## config.mk

```make
export PLATFORM = sky130hd
export DESIGN_NAME = mcadp_ram
export DESIGN_NICKNAME = d
export VERILOG_FILES = /design/src/design/mcadp_ram.sv
export SDC_FILE = /design/constraint.sdc
export NUM_CORES = 1
export LEC_CHECK = 0
export ABC_AREA = 1
export BUFFER_PORTS_ARGS = -buffer_cell sky130_fd_sc_hd__clkbuf_2
export CORE_ASPECT_RATIO = 1.5
export CORE_MARGIN = 5
export CORE_UTILIZATION = 57
export CTS_BUF_LIST = sky130_fd_sc_hd__clkbuf_4 sky130_fd_sc_hd__clkbuf_8
export DETAILED_ROUTE_END_ITERATION = 7
export HOLD_SLACK_MARGIN = 0.15
export PLACE_DENSITY = 0.73
export SKIP_LAST_GASP = 1
export SLEW_MARGIN = 20
export SYNTH_ARGS = -nofsm -noshare
export SYNTH_HDL_FRONTEND = slang
export SYNTH_SLANG_ARGS = --single-unit
```

## constraint.sdc

```tcl
create_clock -name aclk -period 4.6 [get_ports aclk]
set_clock_uncertainty 0.15 [all_clocks]
set_input_delay 0 -clock aclk [delete_from_list [all_inputs] [get_ports aclk]]
set_output_delay 0 -clock aclk [all_outputs]
set_load 0.05 [all_outputs]
```

## src/design/mcadp_ram.sv

```systemverilog
module mcadp_ram #(
    parameter int DEPTH = 64,
    parameter int WIDTH = 16,
    parameter int AW    = 6
) (
    input  logic             aclk,
    input  logic             wr_en,
    input  logic [AW-1:0]    wr_addr,
    input  logic [WIDTH-1:0] wr_data,
    input  logic [AW-1:0]    rd_addr,
    output logic [WIDTH-1:0] rd_data
);

    logic [WIDTH-1:0] mem [DEPTH];
    logic [WIDTH-1:0] rd_data_reg;

    always_ff @(posedge aclk) begin
        if (wr_en) begin
            mem[wr_addr] <= wr_data;
        end
        rd_data_reg <= mem[rd_addr];
    end

    assign rd_data = rd_data_reg;

endmodule

```

# Yosys cells after proc, flatten, opt, wreduce, memory -nomap -nowiden
# Memory sizes are Yosys's and may differ from the RTL's. A register that Yosys moved wholly into a read port is not among the register bits.
# Cells that the tools add are included.
[word_totals]
ff_bits = 0
latch_bits = 0
ramBits = 1024
rom_bits = 0
output_inout_bits = 16
word_cells = 3
n_memories = 1
[classes]
addsub = 0
multipliers = 0
div_mod_pow = 0
n_lt_le_gt_ge = 0
eq_ne = 0
n_shift = 0
n_mux = 2
bitwise_logic = 0
n_reduce_logical = 0
[mem_list]
columns = ["name", "words", "width", "rd", "rd_ports_with_merged_regs", "write_ports", "line_no", "text"]
rows = [
  ["mem", 64, 16, 1, 1, 1, "14", "logic [WIDTH-1:0] mem [DEPTH];"],
]
[op_table]
columns = ["cell", "count"]
rows = [
  ["1-bit 2-to-1 mux", 2],
]

# Logic depth before layout (Yosys ltp)
# Gate-level depths: netlist of the first run.
[logic_depth]
ltp_word = 2
ltp_mapped = 12
ltp_nobuf = 9

# Least setup slack after synthesis of the first run
# Ideal clock, no wire load.
[synth_path]
path_type = "input to register"
start = "in wr_en"
end = "mem mem[48][0] (enable)"
setup_time_ns = 0.431
arrival_ns = 2.124
path_slack_ns = 1.896
stages = 3
path_buffers = 1
cell_sequence = "clkbuf_1 nand4_1 nor4_1"
[synth_via]
elab_chain_len = 2
[synth_rtl]
columns = ["item", "line_no", "text"]
rows = [
  ["start: declaration", "7", "input logic wr_en,"],
  ["1-bit 2-to-1 mux", "18", "if (wr_en) begin"],
  ["1-bit 2-to-1 mux (implied by the code)", "19", "mem[wr_addr] <= wr_data;"],
  ["end: declaration", "14", ""],
]
# Every way passes these cells.

==> results of run 1 <==
## metrics by stage
stage	setup WS (ps)	util, %	cells	hold slack (ps)	power [mW]
final	454	63.0	4735	314	18.8
after global routing	333	63.0	4735	320	19.4
after global placement	1840	58.6	4435	316	12.0
after detailed placement	1840	58.6	4435	331	12.0
after CTS	659	63.0	4733	272	18.9
after floorplan	1900	-	3517	-51.1	11.5
## area by class of cell
class / instances / share of cell area [%]
multi-input cells: 2240 / 20.7
repair buffers: 191 / 3.31
clock buffers: 198 / 5.25
clock inverters: 60 / 0.824
inverters: 12 / 0.154
diodes: 2 / 0.0108
flip-flops and latches: 1040 / 67.1
well taps: 992 / 2.68
## power groups by stage
stage	Sequential (mW)	Clock [mW]	Combinational, mW
5_1_grt	10.5	7.48	1.40
3_3_place_gp	10.7	0	1.24
3_5_place_dp	10.7	0	1.26
2_1_floorplan	10.8	0	0.702
6_report	10.5	6.97	1.30
4_1_cts	10.5	7.05	1.29
## per-layer routing
layer / GRT usage, % / wire (um) / vias to the layer above
li1: - / - / 12614
met3: 3.59 / 8360 / 298
met5: 0 / 9 / -
met2: 45.3 / 54400 / 1407
met4: 15.2 / 6260 / 2
met1: 33.5 / 38200 / 13191
## worst max-delay path: cells and delay by family
family | cells | cell delay [ps]
buffers and inverters | 7 | 3700
AND/OR/NAND/NOR | 8 | 740
## synth_stat cells
cell | count | area, um^2
buf_1 | 17 | 63.8
buf_2 | 113 | 566
buf_4 | 19 | 143
buf_6 | 49 | 552
buf_8 | 1 | 15.0
clkbuf_1 | 26 | 97.6
dfxtp_1 | 16 | 320
edfxtp_1 | 1024 | 30700
inv_1 | 9 | 33.8
inv_2 | 2 | 7.51
inv_8 | 1 | 11.3
nand2_1 | 1296 | 4860
nand3_1 | 871 | 4360
nand4_1 | 9 | 56.3
nor2_1 | 56 | 210
nor4_1 | 8 | 50.1
## timing repair
action	in CTS	in global routing
hold buffers	40	0
resized for setup	0	0
hold endpoints to repair	2021	0
## worst min-delay path by stage
stage,start,endpoint,slack (ps)
after floorplan,wr_data[0],mem[0][0],-50
after global placement,wr_data[1],mem[30][1],320
after detailed placement,wr_data[1],mem[30][1],330
after CTS,rd_addr[4],rd_data[1],270
after global routing,rd_addr[4],rd_data[1],320
final,rd_addr[4],rd_data[1],310
## logic make-up after synthesis
group | after synthesis | share of synthesized area, %
buffers and inverters | 237 | 3.54
DFF | 1040 | 73.8
and+or+nand+nor | 2240 | 22.7
==> reports/metrics.cfg, run 1 <==
[critical_path]
r2r-start = mem[49][4]
slowest_stage = dlygate4sd3_1
cp-startpoint = rd_addr[0]
reg2regPathDepth = 11
crit_type = in -> reg
crit_chain = dlygate4sd3_1, buf_8, inv_16, buf_4, nand2_1, nand3_1, nand3_1, nand2_1, nand2_1, nand3_1, dlygate4sd3_1, nand3_1, dlygate4sd3_1, nand2_1, dlygate4sd3_1
rrSetupSlack_ps = 1550
start_kind = input pin
arrival_ps = 4650
slowest_delay_ps = 580
endpoint = rd_data[4]
worst_ep_required_time_ps = 5100
crit_path_end_kind = register
r2r_end = rd_data[4]
critPathMaxFanout = 178

[place]
gp_congestion = 0.904
dpl-instance-area_um2 = 43100
io_buffers = 45
dp_hpwl_um = 58800

[clocking]
tritoncts = yes
cts_root_buffer = clkbuf_8
clk_path_buf_depth = 3
h-tree-depth = 4
clock_sinks = 1040
numCtsBuffers = 144
clkTransAtPathRegs_ps = 70
insertion_delay_ps = 780
postCtsSetupRepairBufs = 0

[pwr]
p_leak_nw = 16.8
power_switching_mw = 4.39
power.density_nw_per_um2 = 406
pwr-share-seq_pct = 56.0
pwr-share-comb_pct = 6.9
switching_share_pct = 23.4
internal_power_mw = 14.4
pwr-share-clk_pct = 37.1
peakVddDrop_uv = 392

[synth]
synthCells = 3517
yosysSeqAreaShare_pct = 73.8
ys_types = 16
yosysWarnings = 0
ys_ff_latch = 1040
syn_area_per_cell_um2 = 12.0
synth_area_um2 = 42100
synth_fp_nets = 3547

[global_routing]
overflow = 0
grt_pass1_vias = 26450
grt_pass1_wl_um = 161000
grt_max_degree = 179
antenna_found_initial = 5
grt.total_usage_pct = 26.8

[run_status]
violations = design-rule violations
run_status = finished, violations left

[layout]
nFillCells = 5532
nets = 3659
layout-drive-gt1-share_pct = 10.5
largest_reg_flops = 1024
layout_common_cells = 1,296 x nand2_1, 1,024 x edfxtp_1, 871 x nand3_1
ff_latch_area_um2 = 31100
layout.cells.most_common = nand2_1
fin_area_um2 = 46300
area_delta_synth_final_pct = 10.0
multi_input_area_um2 = 9590

[routing]
firstDrtPassIters = 8
drcViolationCount = 3
dr_total_vias = 27512
wire_per_inst_um = 22.6
vias_per_cell = 5.81
ant_nets = 0
first_iter_violations = 3301
drt_wl_total_um = 107000

[floorplanning]
core_area_um2 = 73600
dieArea_um2 = 79500
fp.dieH_um = 343
start_util_pct = 57.2
boundaryPins = 46
die_w_um = 232
core.rowCount = 122

[min_path]
hold_path.class = in -> reg
min_path_cells = 6

[sta]
relSlewSlack_pct = 26.6
setup_viol_count_final = 0
hold_violations = 0
min_period_over_period_pct = 90.1
grt_setup_unrepaired = no
worstMarginPinSlew_ps = 1100
drv_slew = 0
setup-tns-final_ps = 0
max_freq_mhz = 241
min_period_ps = 4150

[flow_run]
maxCapViolCount = 0

No activity file was read; power rests on OpenSTA's default activity.
==> run 2, diff against run 1 <==
--- a/config.mk
+++ b/config.mk
@@ -5,7 +5,7 @@
 export SDC_FILE = /design/constraint.sdc
 export NUM_CORES = 1
 export LEC_CHECK = 0
-export ABC_AREA = 1
+export ABC_AREA = 0
 export BUFFER_PORTS_ARGS = -buffer_cell sky130_fd_sc_hd__clkbuf_2
 export CORE_ASPECT_RATIO = 1.5
 export CORE_MARGIN = 5
==> run 2 against run 1 <==
Net effect:
- the flow now finishes without violations
- synthesized cell count down 48%
- highest routed layer unchanged
- global-route usage down 1.8 points
- wire length down 13%
- clock power up 2%
- cell count down 36%
- core utilization up 0.87 points
- sequential cell count unchanged
==> reports/metrics.cfg, run 2 <==
[clocking]
insertion_delay_ps = 760  ; -20 ps
h-tree-depth = 4  ; unchanged
clkTransAtPathRegs_ps = 70  ; about the same
tritoncts = yes
cts_root_buffer = clkbuf_8
clk_path_buf_depth = 3  ; unchanged
clock_sinks = 1040  ; unchanged
postCtsSetupRepairBufs = 0  ; unchanged
numCtsBuffers = 142  ; -1.4%

[pwr]
power_switching_mw = 4.01  ; -8.8%
pwr-share-comb_pct = 5.6  ; -1.3 points
p_leak_nw = 14.2  ; -15%
pwr-share-clk_pct = 38.1  ; +1.0 points
switching_share_pct = 21.4  ; -1.9 points
pwr-share-seq_pct = 56.3  ; +0.3 points
internal_power_mw = 14.7  ; +2.0%
power.density_nw_per_um2 = 419  ; +3.2%
peakVddDrop_uv = 233  ; -41%

[floorplanning]
core_area_um2 = 70000  ; -4.9%
dieArea_um2 = 75800  ; -4.7%
die_w_um = 226  ; -2.4%
boundaryPins = 46  ; unchanged
core.rowCount = 119  ; -2.5%
start_util_pct = 57.2  ; about the same
fp.dieH_um = 335  ; -2.4%

[sta]
max_freq_mhz = 243  ; +0.77%
worstMarginPinSlew_ps = 1160  ; +57.9 ps
min_period_over_period_pct = 89.5  ; -0.69 points
hold_violations = 0  ; unchanged
setup-tns-final_ps = 0  ; unchanged
setup_viol_count_final = 0  ; unchanged
grt_setup_unrepaired = no
relSlewSlack_pct = 22.6  ; -3.9 points
final.setup.worst_slack_ps = 485  ; +31.5 ps
drv_slew = 0  ; unchanged
min_period_ps = 4110  ; -31.5 ps

[routing]
ant_nets = 0  ; unchanged
drt_wl_total_um = 93700  ; -13%
vias_per_cell = 6.44  ; +11%
first_iter_violations = 2480  ; -25%
firstDrtPassIters = 5  ; -3
drcViolationCount = 0  ; -3
wire_per_inst_um = 30.7  ; +36%
dr_total_vias = 19631  ; -29%

[critical_path]
slowest_delay_ps = 810  ; +230 ps
slowest_stage = buf_4
reg2regPathDepth = 7  ; -4
arrival_ps = 4660  ; about the same
crit_path_end_kind = register
cp_top_family = buffers and inverters
crit_type = in -> reg
crit_chain = dlygate4sd3_1, buf_6, buf_4, mux2i_1, a22oi_1, a31oi_1, dlygate4sd3_1, a311oi_1, dlygate4sd3_1
path_depth = 9  ; -6
cp_num_buf_inv = 5  ; -2
crit_top_cell = dlygate4sd3_1
start_kind = input pin
critPathMaxFanout = 55  ; -69%
worst_ep_required_time_ps = 5140  ; +40 ps

[synth]
yosysWarnings = 0  ; unchanged
yosysSeqAreaShare_pct = 77.6  ; +3.8 points
syn_area_per_cell_um2 = 21.9  ; +83%
synth-edff-count = 1024  ; unchanged
synth_fp_nets = 1859  ; -48%
synth_top_cell_by_area = edfxtp_1
yosysMostFrequentCell = edfxtp_1
synthArstFlopShare_pct = 0  ; unchanged
yosysTopAreaCellShare_pct = 76.8  ; +3.8 points
synthCells = 1829  ; -48%
ys_ff_latch = 1040  ; unchanged
ys_types = 43  ; +27
synth_area_leaders = edfxtp_1 77%, mux4_2 12%, mux2i_1 2.1%
synth_flop_cell = edfxtp_1
synth_area_um2 = 40000  ; -4.9%
yosys-top-cells-count = 1,024 x edfxtp_1, 220 x mux4_2, 85 x mux2i_1

[flow_run]
maxCapViolCount = 0  ; unchanged

[global_routing]
grt_pass1_wl_um = 137000  ; -15%
overflow = 0  ; unchanged
grt.total_usage_pct = 25.0  ; -1.8 points
grt_pass1_vias = 20194  ; -24%
antenna_found_initial = 4  ; -1
grt_max_degree = 91  ; -49%

[place]
io_buffers = 45  ; unchanged
dp_hpwl_um = 55300  ; -5.9%
pre_cts_ws_ps = 1220  ; -615 ps
gp_congestion = 0.852  ; -5.7%

[layout]
area_delta_synth_final_pct = 11.6
nFillCells = 4558  ; -18%
largest_reg_flops = 1024  ; unchanged
layout-drive-gt1-share_pct = 29.3  ; +19 points
nets = 2057  ; -44%
layout_common_cells = 1,024 x edfxtp_1, 220 x mux4_2, 153 x clkbuf_8
layout.cells.most_common = edfxtp_1

[min_path]
min_path_cells = 4  ; -2
hold_path.class = in -> reg

[run_status]
run_status = completed

run 2: cell types whose count changed after synthesis, moves of 27 or more:
cell	before	now
mux2_2	0	27
mux4_2	0	220
buf_2	113	36
mux2i_1	0	85
a22oi_1	0	39
nand3_1	871	24
nor2b_1	0	30
buf_6	49	17
nand2_1	1296	59
run 2: path summary, 6_finish.rpt:
path	startpoint	to	slack (ps)
worst max register to register	mem[20][4]	rd_data[4]	1360
worst min register to register	mem[63][2]	rd_data[2]	710
worst min-delay path	rd_addr[2]	rd_data[8]	240
worst max-delay path	rd_addr[1]	rd_data[4]	490
run 2: per-layer routing:
layer | wire length (um) | global-route usage, % | share of wire [%] | vias up
li1 | - | - | - | 8087
met5 | 14 | 0 | 0.015 | -
met1 | 33400 | 32.3 | 36 | 10369
met3 | 6630 | 4.05 | 7.1 | 200
met4 | 4670 | 11.4 | 5.0 | 2
met2 | 49000 | 42.3 | 52 | 973
run 2: final cells by class:
type | count | area, um^2 | area share [%]
tap | 907 | 1130 | 2.54
timing repair buffer | 158 | 1250 | 2.80
clock buffer | 201 | 2460 | 5.51
antenna | 3 | 7.51 | 0.0168
clock inverter | 53 | 423 | 0.947
sequential | 1040 | 31100 | 69.6
multi-input combinational | 685 | 8320 | 18.6
run 2: cells by family after synthesis:
kind of cell / share of synthesized area [%]
mux: 15.5
flops: 77.6
buf+inv: 1.83
simple gates: 2.65
compound gates: 2.41
run 2: worst min-delay path: cells and delay by family:
kind / cells / cell delay (ps)
AO/OA/AOI/OAI: 1 / 260
buffers and inverters: 2 / 680
AND/OR/NAND/NOR: 1 / 60
run 2: stage by stage:
step / cells / cell area, um^2 / utilization [%] / power [mW] / hold WS, ps
floorplan: 1829 / 40000 / - / 11.3 / -51.1
global placement: 2756 / 41400 / 59.2 / 11.7 / 375
detailed placement: 2758 / 41400 / 59.2 / 11.8 / 375
CTS: 3044 / 44600 / 63.8 / 18.8 / 191
global route: 3046 / 44700 / 63.8 / 19.3 / 253
finish: 3047 / 44700 / 63.8 / 18.7 / 237
run 2: power groups by stage:
stage | sequential [mW] | clock, mW | combinational, mW
6_report | 10.5 | 7.12 | 1.05
5_1_grt | 10.5 | 7.67 | 1.10
4_1_cts | 10.5 | 7.22 | 1.05
3_5_place_dp | 10.7 | 0 | 1.03
3_3_place_gp | 10.7 | 0 | 1.01
2_1_floorplan | 10.8 | 0 | 0.543
run 2: what timing repair did:
item / CTS / global route
hold buffers: 32 / 0
hold endpoints to repair: 2028 / 0
resized for setup: 0 / 0
